[src/rtl/core/ssq_pkg.sv]
// Shared types, constants and coil table for the stepper speed sequencer.
package ssq_pkg;

  localparam int ADC_BITS   = 10;
  localparam int TIMER_BITS = 16;
  localparam int STEP_BITS  = 12;
  localparam int REG_BITS   = 16;
  localparam int COIL_BITS  = 4;
  localparam int CFG_IDX_BITS = 8;

  localparam int PROD_BITS = ADC_BITS + REG_BITS;
  localparam int SUM_BITS  = REG_BITS + 1;
  localparam int PER_BITS  = (TIMER_BITS > SUM_BITS) ? TIMER_BITS : SUM_BITS;

  localparam logic [TIMER_BITS-1:0] TIMER_MAX = {TIMER_BITS{1'b1}};

  localparam logic [STEP_BITS-1:0]  TOTAL_STEPS_RST = STEP_BITS'(200);
  localparam logic [REG_BITS-1:0]   PERIOD_MIN_RST  = REG_BITS'(499);
  localparam logic [REG_BITS-1:0]   PERIOD_SPAN_RST = REG_BITS'(4500);
  localparam logic [ADC_BITS-1:0]   HYSTERESIS_RST  = ADC_BITS'(1);
  localparam logic [TIMER_BITS-1:0] PERIOD_RST      = TIMER_BITS'(499);

  typedef enum logic [1:0] {
    CMD_TICK    = 2'd0,
    CMD_SAMPLE  = 2'd1,
    CMD_RUN     = 2'd2,
    CMD_REVERSE = 2'd3
  } cmd_e;

  typedef enum logic [CFG_IDX_BITS-1:0] {
    REG_TOTAL_STEPS = 8'd0,
    REG_PERIOD_MIN  = 8'd1,
    REG_PERIOD_SPAN = 8'd2,
    REG_HYSTERESIS  = 8'd3
  } reg_idx_e;

  typedef struct packed {
    logic                  update;
    logic [TIMER_BITS-1:0] period;
  } speed_upd_t;

  typedef struct packed {
    logic [COIL_BITS-1:0] coil_pattern;
    logic                 step_taken;
    logic [STEP_BITS-1:0] steps_remaining;
    logic [REG_BITS-1:0]  step_period;
    logic                 is_running;
  } result_t;

  function automatic logic [COIL_BITS-1:0] coil_for_phase(input logic [1:0] ph);
    logic [COIL_BITS-1:0] pat;
    unique case (ph)
      2'd0: pat = 4'h5;
      2'd1: pat = 4'h6;
      2'd2: pat = 4'hA;
      2'd3: pat = 4'h9;
      default: pat = 4'h5;
    endcase
    return pat;
  endfunction

endpackage

[src/rtl/core/ssq_in_if.sv]
// Input command channel interface.
interface ssq_in_if;
  import ssq_pkg::*;
  logic                valid;
  logic                ready;
  logic [1:0]          command;
  logic [ADC_BITS-1:0] adc_sample;
  modport source (output valid, output command, output adc_sample, input ready);
  modport sink (input valid, input command, input adc_sample, output ready);
endinterface

[src/rtl/core/ssq_out_if.sv]
// Result channel interface.
interface ssq_out_if;
  import ssq_pkg::*;
  logic                 valid;
  logic                 ready;
  logic [COIL_BITS-1:0] coil_pattern;
  logic                 step_taken;
  logic [STEP_BITS-1:0] steps_remaining;
  logic [REG_BITS-1:0]  step_period;
  logic                 is_running;
  modport source (output valid, output coil_pattern, output step_taken,
                  output steps_remaining, output step_period, output is_running,
                  input ready);
  modport sink (input valid, input coil_pattern, input step_taken,
                input steps_remaining, input step_period, input is_running,
                output ready);
endinterface

[src/rtl/core/ssq_cfg_if.sv]
// Configuration write channel interface.
interface ssq_cfg_if;
  import ssq_pkg::*;
  logic                    valid;
  logic                    ready;
  logic [CFG_IDX_BITS-1:0] index;
  logic [REG_BITS-1:0]     data;
  modport source (output valid, output index, output data, input ready);
  modport sink (input valid, input index, input data, output ready);
endinterface

[src/rtl/core/ssq_speed_unit.sv]
// Hysteresis check and saturated compare period from a potentiometer sample.
module ssq_speed_unit
  import ssq_pkg::*;
(
  input  logic [ADC_BITS-1:0] sample_i,
  input  logic [ADC_BITS-1:0] last_sample_i,
  input  logic [ADC_BITS-1:0] hysteresis_i,
  input  logic [REG_BITS-1:0] period_min_i,
  input  logic [REG_BITS-1:0] period_span_i,
  output speed_upd_t          upd_o
);

  logic [ADC_BITS-1:0]  diff;
  logic [PROD_BITS-1:0] prod;
  logic [SUM_BITS-1:0]  sum;
  logic [PER_BITS-1:0]  sum_ext;

  always_comb begin
    diff = (sample_i > last_sample_i) ? (sample_i - last_sample_i)
                                      : (last_sample_i - sample_i);
    prod = PROD_BITS'(sample_i) * PROD_BITS'(period_span_i);
    sum = SUM_BITS'(period_min_i) + SUM_BITS'(prod[PROD_BITS-1:ADC_BITS]);
    sum_ext = PER_BITS'(sum);
    upd_o.update = (diff > hysteresis_i);
    upd_o.period = (sum_ext > PER_BITS'(TIMER_MAX)) ? TIMER_MAX
                                                    : sum_ext[TIMER_BITS-1:0];
  end

endmodule

[src/rtl/core/stepper_speed_sequencer.sv]
// Top level of the full-step stepper sequencer with potentiometer speed control.
// Results are registered into the output entry, or the buffer entry while it is held.
// Throughput: one command per cycle; a two-entry result buffer keeps input open while
// one result waits, and input stalls only when both entries are full.
// Reset clears the buffer and sets registers and motor state to their defaults,
// with the step remainder at total steps minus one.
module stepper_speed_sequencer
  import ssq_pkg::*;
(
  input  logic clk_i,
  input  logic rst_ni,
  ssq_in_if.sink    in_i,
  ssq_cfg_if.sink   cfg_i,
  ssq_out_if.source out_o
);

  logic [STEP_BITS-1:0]  total_steps_q;
  logic [REG_BITS-1:0]   period_min_q, period_span_q;
  logic [ADC_BITS-1:0]   hysteresis_q;

  logic [TIMER_BITS-1:0] tick_count_q, tick_count_d;
  logic [TIMER_BITS-1:0] compare_period_q, compare_period_d;
  logic [ADC_BITS-1:0]   last_sample_q, last_sample_d;
  logic [1:0]            phase_q, phase_d;
  logic                  reverse_q, reverse_d;
  logic                  run_q, run_d;
  logic [STEP_BITS-1:0]  steps_left_q, steps_left_d;
  logic [COIL_BITS-1:0]  coils_q, coils_d;
  logic                  stepped;

  logic    out_valid_q, out_valid_d, skid_valid_q, skid_valid_d;
  result_t out_q, out_d, skid_q, skid_d, result;
  logic    accept, out_taken;
  speed_upd_t speed_upd;
  cmd_e    cmd;

  assign cfg_i.ready = 1'b1;
  assign in_i.ready  = !skid_valid_q;
  assign accept      = in_i.valid && in_i.ready;
  assign out_taken   = out_valid_q && out_o.ready;
  assign cmd         = cmd_e'(in_i.command);

  ssq_speed_unit u_speed (
    .sample_i      (in_i.adc_sample),
    .last_sample_i (last_sample_q),
    .hysteresis_i  (hysteresis_q),
    .period_min_i  (period_min_q),
    .period_span_i (period_span_q),
    .upd_o         (speed_upd)
  );

  always_comb begin
    tick_count_d     = tick_count_q;
    compare_period_d = compare_period_q;
    last_sample_d    = last_sample_q;
    phase_d          = phase_q;
    reverse_d        = reverse_q;
    run_d            = run_q;
    steps_left_d     = steps_left_q;
    coils_d          = coils_q;
    stepped          = 1'b0;
    unique case (cmd)
      CMD_TICK: begin
        if (tick_count_q == compare_period_q) begin
          tick_count_d = '0;
          if (run_q && (steps_left_q != '0)) begin
            coils_d      = coil_for_phase(phase_q);
            phase_d      = reverse_q ? (phase_q - 2'd1) : (phase_q + 2'd1);
            steps_left_d = steps_left_q - STEP_BITS'(1);
            stepped      = 1'b1;
          end
        end else begin
          tick_count_d = tick_count_q + TIMER_BITS'(1);
        end
      end
      CMD_SAMPLE: begin
        if (speed_upd.update) begin
          last_sample_d    = in_i.adc_sample;
          compare_period_d = speed_upd.period;
          tick_count_d     = '0;
        end
      end
      CMD_RUN: begin
        run_d = !run_q;
      end
      CMD_REVERSE: begin
        reverse_d    = !reverse_q;
        steps_left_d = total_steps_q - steps_left_q - STEP_BITS'(1);
        phase_d      = 2'd0;
      end
      default: ;
    endcase
    result.coil_pattern    = coils_d;
    result.step_taken      = stepped;
    result.steps_remaining = steps_left_d;
    result.step_period     = compare_period_d[REG_BITS-1:0];
    result.is_running      = run_d;
  end

  always_comb begin
    out_valid_d  = out_valid_q;
    out_d        = out_q;
    skid_valid_d = skid_valid_q;
    skid_d       = skid_q;
    if (out_taken || !out_valid_q) begin
      if (skid_valid_q) begin
        out_valid_d  = 1'b1;
        out_d        = skid_q;
        skid_valid_d = 1'b0;
      end else begin
        out_valid_d = accept;
        out_d       = result;
      end
    end else if (accept) begin
      skid_valid_d = 1'b1;
      skid_d       = result;
    end
  end

  always_ff @(posedge clk_i or negedge rst_ni) begin
    if (!rst_ni) begin
      total_steps_q <= TOTAL_STEPS_RST;
      period_min_q  <= PERIOD_MIN_RST;
      period_span_q <= PERIOD_SPAN_RST;
      hysteresis_q  <= HYSTERESIS_RST;
    end else if (cfg_i.valid && cfg_i.ready) begin
      unique case (cfg_i.index)
        REG_TOTAL_STEPS: total_steps_q <= cfg_i.data[STEP_BITS-1:0];
        REG_PERIOD_MIN:  period_min_q  <= cfg_i.data;
        REG_PERIOD_SPAN: period_span_q <= cfg_i.data;
        REG_HYSTERESIS:  hysteresis_q  <= cfg_i.data[ADC_BITS-1:0];
        default: ;
      endcase
    end
  end

  always_ff @(posedge clk_i or negedge rst_ni) begin
    if (!rst_ni) begin
      tick_count_q     <= '0;
      compare_period_q <= PERIOD_RST;
      last_sample_q    <= '0;
      phase_q          <= 2'd0;
      reverse_q        <= 1'b0;
      run_q            <= 1'b0;
      steps_left_q     <= TOTAL_STEPS_RST - STEP_BITS'(1);
      coils_q          <= '0;
    end else if (accept) begin
      tick_count_q     <= tick_count_d;
      compare_period_q <= compare_period_d;
      last_sample_q    <= last_sample_d;
      phase_q          <= phase_d;
      reverse_q        <= reverse_d;
      run_q            <= run_d;
      steps_left_q     <= steps_left_d;
      coils_q          <= coils_d;
    end
  end

  always_ff @(posedge clk_i or negedge rst_ni) begin
    if (!rst_ni) begin
      out_valid_q  <= 1'b0;
      skid_valid_q <= 1'b0;
    end else begin
      out_valid_q  <= out_valid_d;
      skid_valid_q <= skid_valid_d;
    end
  end

  always_ff @(posedge clk_i) begin
    out_q  <= out_d;
    skid_q <= skid_d;
  end

  assign out_o.valid           = out_valid_q;
  assign out_o.coil_pattern    = out_q.coil_pattern;
  assign out_o.step_taken      = out_q.step_taken;
  assign out_o.steps_remaining = out_q.steps_remaining;
  assign out_o.step_period     = out_q.step_period;
  assign out_o.is_running      = out_q.is_running;

  // The buffer entry behind the output is only occupied while the output holds a result.
  a_skid_behind_out: assert property (@(posedge clk_i) disable iff (!rst_ni)
    skid_valid_q |-> out_valid_q)
    else $error("result buffer holds an entry while output is empty");

  // A step is only reported while the motor is enabled.
  a_step_running: assert property (@(posedge clk_i) disable iff (!rst_ni)
    (out_o.valid && out_o.step_taken) |-> out_o.is_running)
    else $error("step reported while stopped");

  // Each step consumes exactly one from the remainder.
  a_step_count: assert property (@(posedge clk_i) disable iff (!rst_ni)
    (accept && stepped) |=> (steps_left_q == $past(steps_left_q) - STEP_BITS'(1)))
    else $error("step remainder not decremented by one");

endmodule

[src/flat_wrapper.sv]
// flat-port wrapper written by rule: the top's interface ports become plain ports
module stepper_speed_sequencer_flat import ssq_pkg::*;
  (clk_i, rst_ni, in_i_valid, in_i_command, in_i_adc_sample, in_i_ready, cfg_i_valid, cfg_i_index, cfg_i_data, cfg_i_ready, out_o_valid, out_o_coil_pattern, out_o_step_taken, out_o_steps_remaining, out_o_step_period, out_o_is_running, out_o_ready);
  ssq_in_if in_i_i ();
  ssq_cfg_if cfg_i_i ();
  ssq_out_if out_o_i ();
  input  logic clk_i;
  input  logic rst_ni;
  input wire logic [$bits(in_i_i.valid)-1:0] in_i_valid;
  input wire logic [$bits(in_i_i.command)-1:0] in_i_command;
  input wire logic [$bits(in_i_i.adc_sample)-1:0] in_i_adc_sample;
  output wire logic [$bits(in_i_i.ready)-1:0] in_i_ready;
  input wire logic [$bits(cfg_i_i.valid)-1:0] cfg_i_valid;
  input wire logic [$bits(cfg_i_i.index)-1:0] cfg_i_index;
  input wire logic [$bits(cfg_i_i.data)-1:0] cfg_i_data;
  output wire logic [$bits(cfg_i_i.ready)-1:0] cfg_i_ready;
  output wire logic [$bits(out_o_i.valid)-1:0] out_o_valid;
  output wire logic [$bits(out_o_i.coil_pattern)-1:0] out_o_coil_pattern;
  output wire logic [$bits(out_o_i.step_taken)-1:0] out_o_step_taken;
  output wire logic [$bits(out_o_i.steps_remaining)-1:0] out_o_steps_remaining;
  output wire logic [$bits(out_o_i.step_period)-1:0] out_o_step_period;
  output wire logic [$bits(out_o_i.is_running)-1:0] out_o_is_running;
  input wire logic [$bits(out_o_i.ready)-1:0] out_o_ready;
  assign in_i_i.valid = in_i_valid;
  assign in_i_i.command = in_i_command;
  assign in_i_i.adc_sample = in_i_adc_sample;
  assign in_i_ready = in_i_i.ready;
  assign cfg_i_i.valid = cfg_i_valid;
  assign cfg_i_i.index = cfg_i_index;
  assign cfg_i_i.data = cfg_i_data;
  assign cfg_i_ready = cfg_i_i.ready;
  assign out_o_valid = out_o_i.valid;
  assign out_o_coil_pattern = out_o_i.coil_pattern;
  assign out_o_step_taken = out_o_i.step_taken;
  assign out_o_steps_remaining = out_o_i.steps_remaining;
  assign out_o_step_period = out_o_i.step_period;
  assign out_o_is_running = out_o_i.is_running;
  assign out_o_i.ready = out_o_ready;
  stepper_speed_sequencer u_core (.clk_i(clk_i), .rst_ni(rst_ni), .in_i(in_i_i), .cfg_i(cfg_i_i), .out_o(out_o_i));
endmodule
[config.mk]
export PLATFORM = sky130hd
export DESIGN_NAME = stepper_speed_sequencer_flat
export DESIGN_NICKNAME = d
export VERILOG_FILES = /design/src/rtl/core/ssq_pkg.sv /design/src/rtl/core/ssq_in_if.sv /design/src/rtl/core/ssq_out_if.sv /design/src/rtl/core/ssq_cfg_if.sv /design/src/rtl/core/ssq_speed_unit.sv /design/src/rtl/core/stepper_speed_sequencer.sv /design/src/flat_wrapper.sv
export SDC_FILE = /design/constraint.sdc
export NUM_CORES = 1
export LEC_CHECK = 0
export BUFFER_PORTS_ARGS = -buffer_cell sky130_fd_sc_hd__buf_2
export CORE_AREA = 3 3 161 163
export DETAILED_ROUTE_END_ITERATION = 10
export DIE_AREA = 0 0 164 166
export GPL_TIMING_DRIVEN = 0
export HOLD_SLACK_MARGIN = 0.1
export PLACE_DENSITY_LB_ADDON = 0.12
export SLEW_MARGIN = 20
export SYNTH_ARGS = -nofsm -noshare
export SYNTH_HDL_FRONTEND = slang
export SYNTH_HIERARCHICAL = 1
export SYNTH_SLANG_ARGS = --single-unit
[constraint.sdc]
create_clock -name clk_i -period 10.3 [get_ports clk_i]
set_clock_uncertainty 0.15 [all_clocks]
set_input_delay 2.06 -clock clk_i [delete_from_list [all_inputs] [get_ports clk_i]]
set_output_delay 2.06 -clock clk_i [all_outputs]
set_load 0.01 [all_outputs]
Yosys cells after proc, flatten, opt, wreduce, memory -nomap -nowiden
Index checks and enable logic that the tools add are counted.

cells by class
  $add $sub $neg = 9
  $mul = 1
  $lt $le $gt $ge = 3
  equality and inequality tests = 13
  mux-type cells = 26
  bitwise logic cells = 1
  reductions and logical operators = 24

operators by type and width
  cell                                                                               count
  16-bit two-way mux                                                                 5
  34-bit two-way mux                                                                 1
  16-bit case mux with 2 select lines                                                1
  10-bit by 16-bit multiplier with 26-bit output                                     1
  12-bit two-way mux                                                                 2
  12-bit case mux with 2 select lines                                                1
  12-bit by 1-bit subtractor with 12-bit output, second input constant               2
  10-bit greater-than comparator                                                     2
  10-bit subtractor                                                                  2
  16-bit by 16-bit adder with 17-bit output                                          1
  17-bit by 16-bit greater-than comparator with 1-bit output, second input constant  1
  16-bit by 1-bit adder with 16-bit output, second input constant                    1
  16-bit equality test                                                               1
  8-bit by 2-bit equality test with 1-bit output, second input constant              2
  4-bit case mux with 4 select lines                                                 1
  4-bit two-way mux                                                                  3
  2-bit AND reduction                                                                6
  12-bit nonzero test                                                                1
  12-bit subtractor                                                                  1
  10-bit two-way mux                                                                 1
  2-bit equality test, second input constant                                         4
  8-bit by 1-bit equality test with 1-bit output, second input constant              1
  8-bit logical NOT                                                                  1
  1-bit two-way mux                                                                  7
  other kinds (14)                                                                   28

storage, ports and cells
  flip-flop bits (word level) = 186
  input bits = 41
  output and inout port bits = 37
  word-level logic and storage cells = 101

Longest topological paths before layout
  word-level depth = 7
  gate-level depth with buffers = 35
  gate-level depth less buffers = 32

Cells and area by module
The synthesis kept the hierarchy.

by module, submodules not included
  module                   instances  cells each  area an instance (sq um)  seq. area each (sq um)
  stepper_speed_sequencer  1          693         8,862.2                   5,029.8
  ssq_speed_unit           1          800         6,532.5                   0.0

Worst setup path after synthesis
Ideal clock, no wire load.

  kind = in2reg
  start point = in in_i_adc_sample[2]
  end point = reg u_core.out_q (netlist bit u_core/out_o.step_period[10]), data pin
  library setup time = 260 ps
  arrival time = 9,380 ps
  required time = 9,890 ps
  setup slack = 510 ps
  stages = 32
  path buffers = 3
  cell sequence = clkbuf_1 clkbuf_1 nand2_1 fa_1 inv_1 fa_1 fa_1 fa_1 inv_1 fa_1 inv_1 ha_1 a21oi_1 nor2_1 or3b_1 a21oi_1 nor2b_1 nor2_1 xnor2_1 ha_1 o21a_1 o21a_1 o21a_1 o21a_1 o21ai_1 o21ai_1 a21o_1 a21oi_1 clkbuf_1 nand2_1 mux2_2 mux2_2

RTL lines
  element                 line                            source
  start: declaration      flat_wrapper.sv:11              input wire logic [$bits(in_i_i.adc_sample)-1:0] in_i_adc_sample;
  end signal: assignment  stepper_speed_sequencer.sv:170  out_q <= out_d;
  end: declaration        stepper_speed_sequencer.sv:32   result_t out_q, out_d, skid_q, skid_d, result;

==> results.md <==
Detailed routing:
- Wires add up to 35300 um.
- After detailed routing, the average wire length per cell comes to 18.4 um.
- The number of nets with antenna violations after routing is 0.
- The number of DRC markers in iteration 0 is approximately 840.
- The number of DRC violations after detailed routing is 0.
- Using the TritonRoute via totals, the vias-per-cell ratio works out to approximately 6.
- The number of vias in the routed layout is roughly 11000.
- The number of iterations in the first detailed-routing pass is 5.

Logic synthesis:
- The yosys synthesis warning count is 6.
- Sequential elements use 32.7% of the synthesized area.
- The average instance in the mapped netlist occupies approximately 10 um2.
- The mapped netlist covers ~0.015 mm2.
- The cell count after synthesis came out at ~1500.
- Counting flops with an async set or reset pin after synthesis yields a share of a little under two thirds.
- sky130_fd_sc_hd__fa_1 takes more of the synthesized area than any other cell.
- After synthesis, the cell types taking the most area are sky130_fd_sc_hd__fa_1, sky130_fd_sc_hd__dfrtp_1, sky130_fd_sc_hd__edfxtp_1.
- The net count after synthesis is 1773.
- The synthesized netlist contains 79 unique library cells.
- After synthesis the netlist holds a flip-flop and latch count of roughly 190.
- The count of flip-flops with a built-in enable after synthesis is 68.
- Of the post-synthesis cell area, the dominant cell type holds 14.7%.
- The most frequently used flop master after synthesis is sky130_fd_sc_hd__dfrtp_1.

Clock network:
- The maximum level of the CTS H-tree is 4.
- TritonCTS created 17 clock buffers.
- The clock net in this run drives a total of approximately 190 sinks.
- In this run the deepest clock path goes through 2 buffers.
- The root buffer cell is sky130_fd_sc_hd__clkbuf_16.
- The CTS tree is yes.
- After clock tree synthesis, the clock-pin slew on the worst setup and hold paths is roughly 0.070 ns.
- The clock insertion delay at the later pin of the skew report is 0.44 ns.

Placement:
- The number of input and output port buffers inserted is 76.
- The final RePlAce weighted congestion is around 0.91.
- Summed over all nets, the half-perimeter wirelength after detailed placement is 27300 um.
- The instance area after placement is 0.0163 mm2.

Critical path:
- The most used cell along the critical path is sky130_fd_sc_hd__fa_1.
- For this run, the slowest stage of the critical path takes 0.55 ns.
- The flop-to-flop setup slack is 1.49 ns.
- The sort of element at the start of the critical path is an input port.
- The capturing instance or port of the critical path is u_core/out_o.step_period[5].
- The number of cells on the worst reg-to-reg path is 30.
- The launch point of the worst reg-to-reg path is u_core/period_span_q[2].
- Tracing the worst setup path back leads to its startpoint at in_i_adc_sample[2].
- STA classifies the critical path endpoint as a flop.
- The standard cell with the maximum stage delay on the critical path is sky130_fd_sc_hd__fa_1.
- The worst register-to-register path ends at u_core/out_o.step_period[5].
- Along the worst path, the maximum fanout reaches 10.
- The required time at the endpoint of the critical path is 10.34 ns.
- The data arrival time of the critical path is about 10 ns.
- The category of the most critical setup path is input port to flop.

Floorplan:
- The floorplan die area is 0.0272 mm2.
- The initial core utilization is 62.9%.
- The area inside the core boundary is 0.0245 mm2.
- From bottom edge to top edge, the die measures around 170 um.
- The number of core rows is 57.
- The die width is 164 um.
- For this design the top-level I/O count stands at 78.

Timing:
- Setup violations remaining at the end of the flow were counted as 0.
- Dividing the final minimum period by the clock period gives 96.2%.
- The setup TNS is 0 ns.
- The shortest clock period the worst path allows after layout is 9.91 ns.
- For the pin with the worst max-slew slack, the measured transition is a little over 0.7 ns.
- The number of pins with negative max-slew slack in the final report came to 0.
- For this run, the top clock speed supported by timing is between 100 and 150 MHz.
- The worst hold slack across all endpoints is 0.344 ns.
- The number of hold violations in the final report came to 0.
- The remaining max-slew budget at the tightest pin is 51.8%.

GRT:
- The global route total overflow is 0.
- The number of antenna violations at the first check in global routing is 0.
- The pin count of the biggest net entering global routing is 67.
- Across every metal layer, demand over resource in global routing totals 26.9%.
- The wire length of the first global-routing pass is between 50000 and 60000 um.
- The number of global-route vias before repair was 11431.

Min path:
- The worst min-delay path category is flop to flop.

Run:
- The tool flagged a number of max-cap violations equal to 0.

Finish:
- The number of diodes is 0.
- The number of nets in the layout is 1866.
- Summing all non-filler instances in the final layout gives an area of 0.0169 mm2.
- The fraction of layout cells with a size suffix above 1 is around a fifth.
- Relative to the synthesized area, the layout overhead comes to 9.72%.

Power and ir drop:
- The static leakage power is 0.00824 uW.
- The worst-case vdd ir drop is around 0.11 mV.
- The power density over cell area is ~180 mW/mm2.
- The design draws 3060 uW.

Run status:
- The run finished with clean final reports.
-- per-layer routing --
layer	vias to the layer above	GRT usage (%)	share of wire [%]
met5	-	0	0
li1	5221	-	-
met2	317	43.1	47
met1	5616	38.4	45
met3	54	4.42	5.7
met4	0	6.62	1.7
-- worst max-delay path, delay by kind of cell --
kind / cells / cell delay [ns]
fa+ha+maj: 7 / 3.20
compound gates: 10 / 2.05
simple gates: 6 / 0.96
buf+inv: 6 / 0.94
mux: 2 / 0.59
xor+xnor: 1 / 0.13
-- cell usage after synthesis, types with 5 or more instances --
cell type and n:
sky130_fd_sc_hd__o21a_1 12, sky130_fd_sc_hd__xnor2_1 47, sky130_fd_sc_hd__nand3_1 15, sky130_fd_sc_hd__nor2_1 58, sky130_fd_sc_hd__fa_1 113, sky130_fd_sc_hd__and2_1 83, sky130_fd_sc_hd__mux2_2 131, sky130_fd_sc_hd__buf_6 5
sky130_fd_sc_hd__ha_1 126, sky130_fd_sc_hd__inv_1 177, sky130_fd_sc_hd__dfrtp_1 90, sky130_fd_sc_hd__nand2_1 170, sky130_fd_sc_hd__clkbuf_1 45, sky130_fd_sc_hd__o31ai_1 8, sky130_fd_sc_hd__nor4_1 5, sky130_fd_sc_hd__nand4_1 15
sky130_fd_sc_hd__o21ai_1 12, sky130_fd_sc_hd__nand2b_1 7, sky130_fd_sc_hd__a31oi_1 7, sky130_fd_sc_hd__a211oi_1 7, sky130_fd_sc_hd__nor3_1 16, sky130_fd_sc_hd__dfstp_2 28, sky130_fd_sc_hd__a21o_1 20, sky130_fd_sc_hd__a21oi_1 34
sky130_fd_sc_hd__nor2b_1 10, sky130_fd_sc_hd__o22ai_1 7, sky130_fd_sc_hd__and3_1 11, sky130_fd_sc_hd__a41oi_1 5, sky130_fd_sc_hd__o21ai_0 62, sky130_fd_sc_hd__edfxtp_1 68, sky130_fd_sc_hd__xor2_1 16
-- cell type report --
class,count,area (um2)
Inverter,179,672
Buffer,54,279
Multi-Input combinational cell,1068,9440
Sequential cell,186,5030
Clock buffer,18,429
Timing Repair Buffer,80,477
Fill cell,1911,7570
Clock inverter,14,158
Tap cell,324,405
-- worst min path at each step --
stage	startpoint	end	slack (ns)	cells after the start
global route	u_core/period_span_q[1]	u_core/period_span_q[1]	0.37	1
detailed placement	u_core/coils_q[3]	u_core/coils_q[3]	0.33	2
CTS	u_core/coils_q[3]	u_core/coils_q[3]	0.35	2
finish	u_core/coils_q[3]	u_core/coils_q[3]	0.34	2
global placement	u_core/coils_q[3]	u_core/coils_q[3]	0.31	2
floorplan	u_core/coils_q[3]	u_core/coils_q[3]	0.30	2
-- report_power, final --
group	switching, uW	internal [uW]	total (uW)
registers	100	957	1060
logic	754	597	1350
clock network	312	345	657
total	1170	1900	3060
-- cell usage in the layout (no fill, tap or decap), types with 57 or more instances in the layout --
master and count:
sky130_fd_sc_hd__nand2_1 170, sky130_fd_sc_hd__and2_1 83, sky130_fd_sc_hd__inv_1 177, sky130_fd_sc_hd__ha_1 126
sky130_fd_sc_hd__buf_2 81, sky130_fd_sc_hd__nor2_1 57, sky130_fd_sc_hd__edfxtp_1 68, sky130_fd_sc_hd__dfrtp_1 90
sky130_fd_sc_hd__o21ai_0 62, sky130_fd_sc_hd__mux2_2 131, sky130_fd_sc_hd__fa_1 113
-- registers in the layout, indices dropped and copies added, names as in the netlist, 2 cells and up --
register,count
u_core/period_span_q,16
u_core/out_o.step_period,16
u_core/tick_count_q,16
u_core/skid_q,34
u_core/total_steps_q,12
u_core/out_o.coil_pattern,4
u_core/compare_period_q,16
u_core/last_sample_q,10
u_core/out_o.steps_remaining,12
u_core/steps_left_q,12
u_core/period_min_q,16
u_core/hysteresis_q,10
u_core/phase_q,2
u_core/coils_q,4
-- through the flow --
step | cells | utilization (%) | setup slack, ns
4_1_cts | 1922 | 68.9 | 0.0196
3_5_place_dp | 1896 | 66.5 | -1.06
2_1_floorplan | 1493 | - | 0.510
3_3_place_gp | 1893 | 66.1 | -0.865
5_1_grt | 1923 | 69.1 | -0.00751
6_report | 1923 | 69.1 | 0.394
-- cell families after synthesis --
| kind of cell | after synthesis | synth area share [%] |
|---|---|---|
| xor gates and xnor gates | 63 | 3.58 |
| muxes | 136 | 9.92 |
| and+or+nand+nor | 412 | 13.3 |
| DFF | 186 | 32.7 |
| adders and majority gates | 239 | 24.9 |
| buffers and inverters | 239 | 6.20 |
| other | 1 | 0.0244 |
| AOI/OAI and AO/OA | 217 | 9.34 |
-- timing repair --
item                       CTS  global route
gates resized for setup      5            21
setup endpoints to repair   41            35
buffers inserted             0             1
hold buffers                 0             0
pin swaps                    0             1
Note: power is estimated with default switching activity, not from simulation.
